### config.mk
export PLATFORM = sky130hd
export DESIGN_NAME = bpl_dim
export DESIGN_NICKNAME = d
export VERILOG_FILES = /design/src/design/bpl_pkg.sv /design/src/design/bpl_dim.sv
export SDC_FILE = /design/constraint.sdc
export NUM_CORES = 1
export LEC_CHECK = 0
export ABC_AREA = 1
export BUFFER_PORTS_ARGS = -buffer_cell sky130_fd_sc_hd__buf_4
export CORE_MARGIN = 2
export CORE_UTILIZATION = 65
export DETAILED_ROUTE_END_ITERATION = 7
export GPL_TIMING_DRIVEN = 0
export PLACE_DENSITY = 0.86
export SETUP_SLACK_MARGIN = 0.05
export SLEW_MARGIN = 20
export SYNTH_ARGS = -nofsm -noshare
export SYNTH_HDL_FRONTEND = slang
export SYNTH_SLANG_ARGS = --single-unit
### constraint.sdc
create_clock -name clk -period 13.1 [get_ports clk]
set_clock_uncertainty 0.2 [all_clocks]
set_input_delay 2.62 -clock clk [delete_from_list [all_inputs] [get_ports clk]]
set_output_delay 2.62 -clock clk [all_outputs]
set_load 0.01 [all_outputs]
### src/design/bpl_pkg.sv
// ----------------------------------------------------------------------------
// Bit-plane LED pixel buffer package
// Shared sizes, function codes, sequencer states and the helpers that map a
// packed colour to and from the stored green, red, blue bit stream.
// ----------------------------------------------------------------------------
package bpl_pkg;

    localparam int LANES         = 8;
    localparam int LEDS_PER_LANE = 64;
    localparam int COLOR_BYTES   = 3;

    localparam int BPP         = 8 * COLOR_BYTES;
    localparam int BPP_W       = $clog2(BPP);
    localparam int STORE_DEPTH = LEDS_PER_LANE * BPP;
    localparam int ADDR_W      = $clog2(STORE_DEPTH);
    localparam int CH_W        = $clog2(COLOR_BYTES);

    localparam logic [7:0] LANE_MASK = 8'((1 << LANES) - 1);

    // Dimming: x / 100 is done as (x * 5243) >> 19, exact for x up to 25500.
    localparam int          PCT_MAX      = 100;
    localparam logic [12:0] DIV100_MUL   = 13'd5243;
    localparam int          DIV100_SHIFT = 19;

    localparam logic [2:0] FUNC_SET   = 3'd0;
    localparam logic [2:0] FUNC_GET   = 3'd1;
    localparam logic [2:0] FUNC_OR    = 3'd2;
    localparam logic [2:0] FUNC_XOR   = 3'd3;
    localparam logic [2:0] FUNC_DIM   = 3'd4;
    localparam logic [2:0] FUNC_FILL  = 3'd5;
    localparam logic [2:0] FUNC_PLANE = 3'd6;

    typedef enum logic [3:0] {
        S_CLEAR,
        S_IDLE,
        S_READ,
        S_RLAST,
        S_CALC,
        S_DIM,
        S_WRITE,
        S_FILL,
        S_PBYTE
    } state_t;

    typedef logic [BPP-1:0] stream_t;

    // Bit offset in the packed colour of the channel at stored order k.
    function automatic int chan_shift(input int k);
        int sh;
        if (k == 0)
            sh = 8 * (COLOR_BYTES - 2);
        else if (k == 1)
            sh = 8 * (COLOR_BYTES - 1);
        else
            sh = 8 * (COLOR_BYTES - 1 - k);
        return sh;
    endfunction

    function automatic stream_t color_to_stream(input logic [31:0] col);
        stream_t s;
        s = '0;
        for (int k = 0; k < COLOR_BYTES; k++)
        begin
            s[BPP-1-8*k -: 8] = col[chan_shift(k) +: 8];
        end
        return s;
    endfunction

    function automatic logic [31:0] stream_to_color(input stream_t s);
        logic [31:0] col;
        col = '0;
        for (int k = 0; k < COLOR_BYTES; k++)
        begin
            col[chan_shift(k) +: 8] = s[BPP-1-8*k -: 8];
        end
        return col;
    endfunction

endpackage

### src/design/bpl_dim.sv
// ----------------------------------------------------------------------------
// Dimming unit
// Scales each channel of a pixel stream by (100 - percent) / 100, or by zero
// for a percent above 100, with one shared multiplier, channel by channel.
// ----------------------------------------------------------------------------
module bpl_dim
    import bpl_pkg::*;
(
    input  logic      clk,
    input  logic      rst_n,
    input  logic      start,
    input  stream_t   stream_in,
    input  logic [7:0] percent,
    output logic      done,
    output stream_t   stream_out
);

    logic            run_reg,   run_next;
    logic            phase_reg, phase_next;
    logic [CH_W-1:0] k_reg,     k_next;
    logic            done_reg,  done_next;
    logic [6:0]      m_reg,     m_next;
    stream_t         st_reg,    st_next;
    logic [14:0]     prod_reg,  prod_next;

    logic [14:0] mul_a;
    logic [12:0] mul_b;
    logic [27:0] mul_p;

    // The single multiplier: channel times factor, then product times 1/100.
    assign mul_a = phase_reg ? prod_reg : {7'd0, st_reg[BPP-1 -: 8]};
    assign mul_b = phase_reg ? DIV100_MUL : {6'd0, m_reg};
    assign mul_p = 28'(mul_a) * 28'(mul_b);

    always_comb
    begin
        run_next   = run_reg;
        phase_next = phase_reg;
        k_next     = k_reg;
        done_next  = 1'b0;
        m_next     = m_reg;
        st_next    = st_reg;
        prod_next  = prod_reg;
        if (start)
        begin
            run_next   = 1'b1;
            phase_next = 1'b0;
            k_next     = '0;
            st_next    = stream_in;
            m_next     = (percent > 8'(PCT_MAX)) ? 7'd0 : 7'(PCT_MAX - int'(percent));
        end
        else if (run_reg)
        begin
            if (!phase_reg)
            begin
                prod_next  = mul_p[14:0];
                phase_next = 1'b1;
            end
            else
            begin
                st_next    = {st_reg[BPP-9:0], mul_p[DIV100_SHIFT+7:DIV100_SHIFT]};
                phase_next = 1'b0;
                k_next     = k_reg + 1'b1;
                if (k_reg == CH_W'(COLOR_BYTES - 1))
                begin
                    run_next  = 1'b0;
                    done_next = 1'b1;
                end
            end
        end
    end

    always_ff @(posedge clk or negedge rst_n)
    begin
        if (!rst_n)
        begin
            run_reg   <= 1'b0;
            phase_reg <= 1'b0;
            k_reg     <= '0;
            done_reg  <= 1'b0;
        end
        else
        begin
            run_reg   <= run_next;
            phase_reg <= phase_next;
            k_reg     <= k_next;
            done_reg  <= done_next;
        end
    end

    always_ff @(posedge clk)
    begin
        m_reg    <= m_next;
        st_reg   <= st_next;
        prod_reg <= prod_next;
    end

    assign done       = done_reg;
    assign stream_out = st_reg;

endmodule
## After elaboration in Yosys (flattened, before gate mapping)

Cells that the tools add are included.

- Add/subtract/negate cells: 2
- Magnitude comparators: 1
- Equal/unequal tests: 1
- Mux-type cells: 19
- Multiply operators: 1
- Bitwise logic cells: 2
- Reductions and logical operators: 4

Operators by type and width:

| kind | count |
|---|---|
| two-way mux 24 bit | 3 |
| multiplier 15 x 13 -> 27 bit | 1 |
| two-way mux 15 bit | 1 |
| two-way mux 13 bit | 1 |
| two-way mux 1 bit | 11 |
| > comparator 8 x 7 -> 1 bit (second input constant) | 1 |
| subtractor 7 bit (first input constant) | 1 |
| two-way mux 2 bit | 3 |
| nonzero test 2 bit | 2 |
| AND reduction 3 bit | 1 |
| adder 2 x 1 -> 2 bit (second input constant) | 1 |
| == test 2 bit (second input constant) | 1 |
| inverter 1 bit | 2 |
| AND reduction 2 bit | 1 |

- Register bits: 51
- Output and inout bits: 25
- Logic and storage cells: 37

## Depth between registers and ports, before layout

- Word-level depth: 5
- Depth in mapped cells: 28
- Mapped depth without buffers: 27

## Worst setup path after synthesis

OpenSTA, ideal clock, no wires.

- Path kind: flip-flop to flip-flop
- Start: register phase_reg
- End: register st_reg[1], in the netlist stream_out[1] (data pin)
- Library setup time: 0.254 ns
- Arrival time: 4.599 ns
- Cell stages (with the launch flop): 20
- Data required time: 12.646 ns
- Slack: 8.048 ns
- Path through: dfrtp_1 buf_4 buf_2 buf_1 nand2_1 fa_1 fa_1 fa_1 fa_1 fa_1 inv_1 ha_1 nand2_1 inv_1 a21oi_1 nor2_1 nor2_1 nand3b_1 nand3_1 nand2_1

- Cells in the longest elaborated chain, start to end: 5
- Elaborated cells on any way between the ends: 6
- Classes of those cells: 1 x mul; 5 x mux

RTL lines:

| item | RTL line | text |
|---|---|---|
| start, declared | bpl_dim.sv:19 | `logic phase_reg, phase_next;` |
| start signal, assigned | bpl_dim.sv:85 | `phase_reg <= phase_next;` |
| two-way mux 15 bit / two-way mux 13 bit (equally long branches) | bpl_dim.sv:31, bpl_dim.sv:32 |  |
| multiplier 15 x 13 -> 27 bit (*) | bpl_dim.sv:33 | `assign mul_p = 28'(mul_a) * 28'(mul_b);` |
| two-way mux 24 bit (*) | bpl_dim.sv:54 | `if (!phase_reg)` |
| two-way mux 24 bit (*) | bpl_dim.sv:52 | `else if (run_reg)` |
| two-way mux 24 bit (*) | bpl_dim.sv:44 | `if (start)` |
| via st_next[1] | bpl_dim.sv:23 | `stream_t st_reg, st_next;` |
| end signal, assigned | bpl_dim.sv:94 | `st_reg <= st_next;` |
| end, declared | bpl_dim.sv:23 |  |

The timed path passes the listed nets; every way through them passes the cells marked *. The select of a mux whose other input is x is not followed.
A chain may end at the register's enable or synchronous reset.

## Worst setup path in the final report

- Start: register phase_reg
- End: register st_reg[3], in the netlist stream_out[3] (data pin)

Same word-level chain as after synthesis.

==> impl_metrics.json <==
{
  "status": "completed",
  "ioPinCount": 60,
  "drt_iter0_drc": 480,
  "hp-class": "reg2reg",
  "initial_core_util_pct": 65.97,
  "antenna_cells": 0,
  "synthAdderAreaFrac_pct": 40.18,
  "max-cap-violations": 0,
  "cts_resized": 0,
  "grt_start_max_net_pins": 28,
  "worstSkewPairLatency_ps": 300,
  "synth_edf_count": 46,
  "synth-xor-area-share_pct": 1.178,
  "dp_cells": 1166,
  "synth-seq-cells": 51,
  "antenna_found_initial": 0,
  "fmax_mhz": 173.0,
  "path_delay_family": "adder cells",
  "end_kind": "flop",
  "synthSimpleGateAreaFrac_pct": 21.22,
  "grt_pass1_vias": 6378,
  "synth_top_family_by_area": "adder cells",
  "worst_r2r_path_depth": 22,
  "min-delay-start": "stream_out[9]",
  "gr-total-overflow": 0,
  "yosysTopAreaCell": "fa_1",
  "dieArea_mm2": 0.01231,
  "vias_per_cell": 5.231,
  "clkTransAtPathRegs_ps": 80,
  "tightest_slew_ps": 580.7,
  "synth_ff_type": "edfxtp_1",
  "synth_top_area_share_pct": 22.35,
  "nets": 1254,
  "ctsHoldBuffers": 0,
  "first_pass_iters": 5,
  "drcViolationCount": 0,
  "cts_tree": "done",
  "ys_seq_area_share_pct": 20.26,
  "core_mm2": 0.01127,
  "slowest_delay_ps": 570,
  "path_cells": "buf_4 > inv_1 > buf_2 > a21oi_1 > nor2_1 > fa_1 > inv_1 > fa_1 > fa_1 > fa_1 > fa_1 > inv_1 > ha_1 > nand2_2 > nor2_4 > nand3_2 > nand3_2 > nand2_1 > nand2_1 > nand2_1 > nand3_1 > nand2_1",
  "grtUsageTotal_pct": 29.82,
  "postRouteAntennaNets": 0,
  "rsz0062_at_grt": "no",
  "synth.distinct_cells": 33,
  "setup.worst_path.start": "phase_reg",
  "hold_viol": 0,
  "num_vias": 6141,
  "yosys_warnings": 0,
  "setup_viol": 0,
  "post_cts_buffers": 0,
  "async_flop_share_pct": 9.804,
  "synthMuxAreaShare_pct": 0,
  "synth.avg_cell_area_um2": 7.770,
  "crit_path_max_fanout": 10,
  "start_kind": "flop",
  "drv_slew": 0,
  "layout.cells.non_filler": 1174,
  "netlist_area_mm2": 0.007436,
  "port_buffers": 59,
  "r2r-start": "phase_reg",
  "finalWirelength_um": 17580,
  "cp_common_cell": "fa_1",
  "place_congestion": 1.008,
  "root_buffer": "clkbuf_16",
  "die_h_um": 111.0,
  "path_depth": 22,
  "path_class": "reg2reg",
  "slowest_stage": "fa_1",
  "wl_per_cell_um": 14.97,
  "yosys-top-cells-area": "fa_1, edfxtp_1, ha_1",
  "slew_headroom_pct": 61.15,
  "cts_made_buffers": 5,
  "die_w_um": 111.0,
  "worst_ep_required_time_ps": 12940,
  "drive_gt1_share_pct": 9.699,
  "grt_pass1_wl_um": 29400,
  "cts_buffer_depth": 2,
  "path_buf_inv": 5,
  "hold_depth": 2,
  "syn_to_final_growth_pct": 11.34,
  "rows": 39,
  "cts_max_level": 2,
  "dp_hpwl_um": 14790,
  "clock-sinks": 51,
  "netlist_instances": 957,
  "fin_crit_ps": 5779,
  "tns_ps": 0,
  "largest_reg_flops": 24,
  "synth_compound_area_share_pct": 2.591,
  "arrival_ps": 5620,
  "fin_crit_sh_pct": 44.12
}
## placed cells by master, fill, tap and decap left out, types with 2 or more instances in the layout
cell,synthesis,layout
buf_2,5,5
xor2_1,9,9
o21ai_2,2,2
clkbuf_1,3,3
nand3_1,22,22
nor3_1,7,6
conb_1,2,7
nand4_1,4,4
inv_6,0,2
dfrtp_1,5,5
inv_1,270,270
buf_4,1,61
or2_2,4,4
nor2_1,72,72
edfxtp_1,46,46
nor2_2,2,2
a21oi_1,19,19
o21ai_0,8,7
nand3_2,3,3
nand3b_1,2,2
nand2_1,263,263
a21oi_2,3,3
ha_1,106,106
clkbuf_16,0,5
fa_1,83,83
nand2_2,7,7
## final timing paths
| check | endpoint | slack [ps] |
|---|---|---|
| max | stream_out[3] | 7320 |
| min | stream_out[17] | 350 |
| max reg2reg | stream_out[3] | 7320 |
| min reg2reg | stream_out[17] | 350 |
| max in group asynchronous | k_reg[1] | 10670 |
| min in group asynchronous | done | 1910 |
## layout make-up
| type | count | area [um2] |
|---|---|---|
| inverters | 271 | 1017 |
| plain buffers | 11 | 58.81 |
| repair buffers | 61 | 478.0 |
| well taps | 143 | 178.9 |
| clock buffers | 5 | 125.1 |
| fillers | 858 | 2993 |
| flip-flops and latches | 51 | 1506 |
| clock inverters | 3 | 26.28 |
| multi-input cells | 629 | 4888 |
## layer usage
layer  GRT usage [%]  share of wire (%)
met3           3.663                6.7
met2           53.17                 51
met5               0                  0
met4           8.833                2.4
met1           38.24                 40
## cells by family (layout without fill, tap and decap cells)
kind of cell | after synthesis | in the layout
AO/OA/AOI/OAI | 34 | 34
XOR/XNOR | 10 | 10
adder cells (fa/ha/maj) | 189 | 189
buffers and inverters | 282 | 351
flip-flops | 51 | 51
other | 2 | 7
AND/OR/NAND/NOR | 389 | 389
## cell usage after synthesis, types with 4 or more instances
master	n
fa_1	83
ha_1	106
inv_1	270
dfrtp_1	5
o21ai_0	8
nand4_1	4
or2_2	4
edfxtp_1	46
buf_2	5
nand3_1	22
nand2_1	263
nand2_2	7
xor2_1	9
a21oi_1	19
nor3_1	7
nor2_1	72
## through the flow
stage                     cell area, um2  setup WS, ps  hold slack, ps  utilization, %
after floorplan                     7455          8048           262.5               -
after global placement              8077          7492           279.8           71.65
after CTS                           8279          7388           343.3           73.45
after detailed placement            8128          7410           328.3           72.11
after global routing                8279          7021           379.8           73.45
final                               8279          7321           346.3           73.45
## worst min-delay path, stage by stage (launching register included)
cell and delay (ps):
edfxtp_1 350, nand2_1 60, nand2_1 50
Power is not shown: default switching activity piles up to over one toggle a cycle in this logic, so the estimate is an artifact.
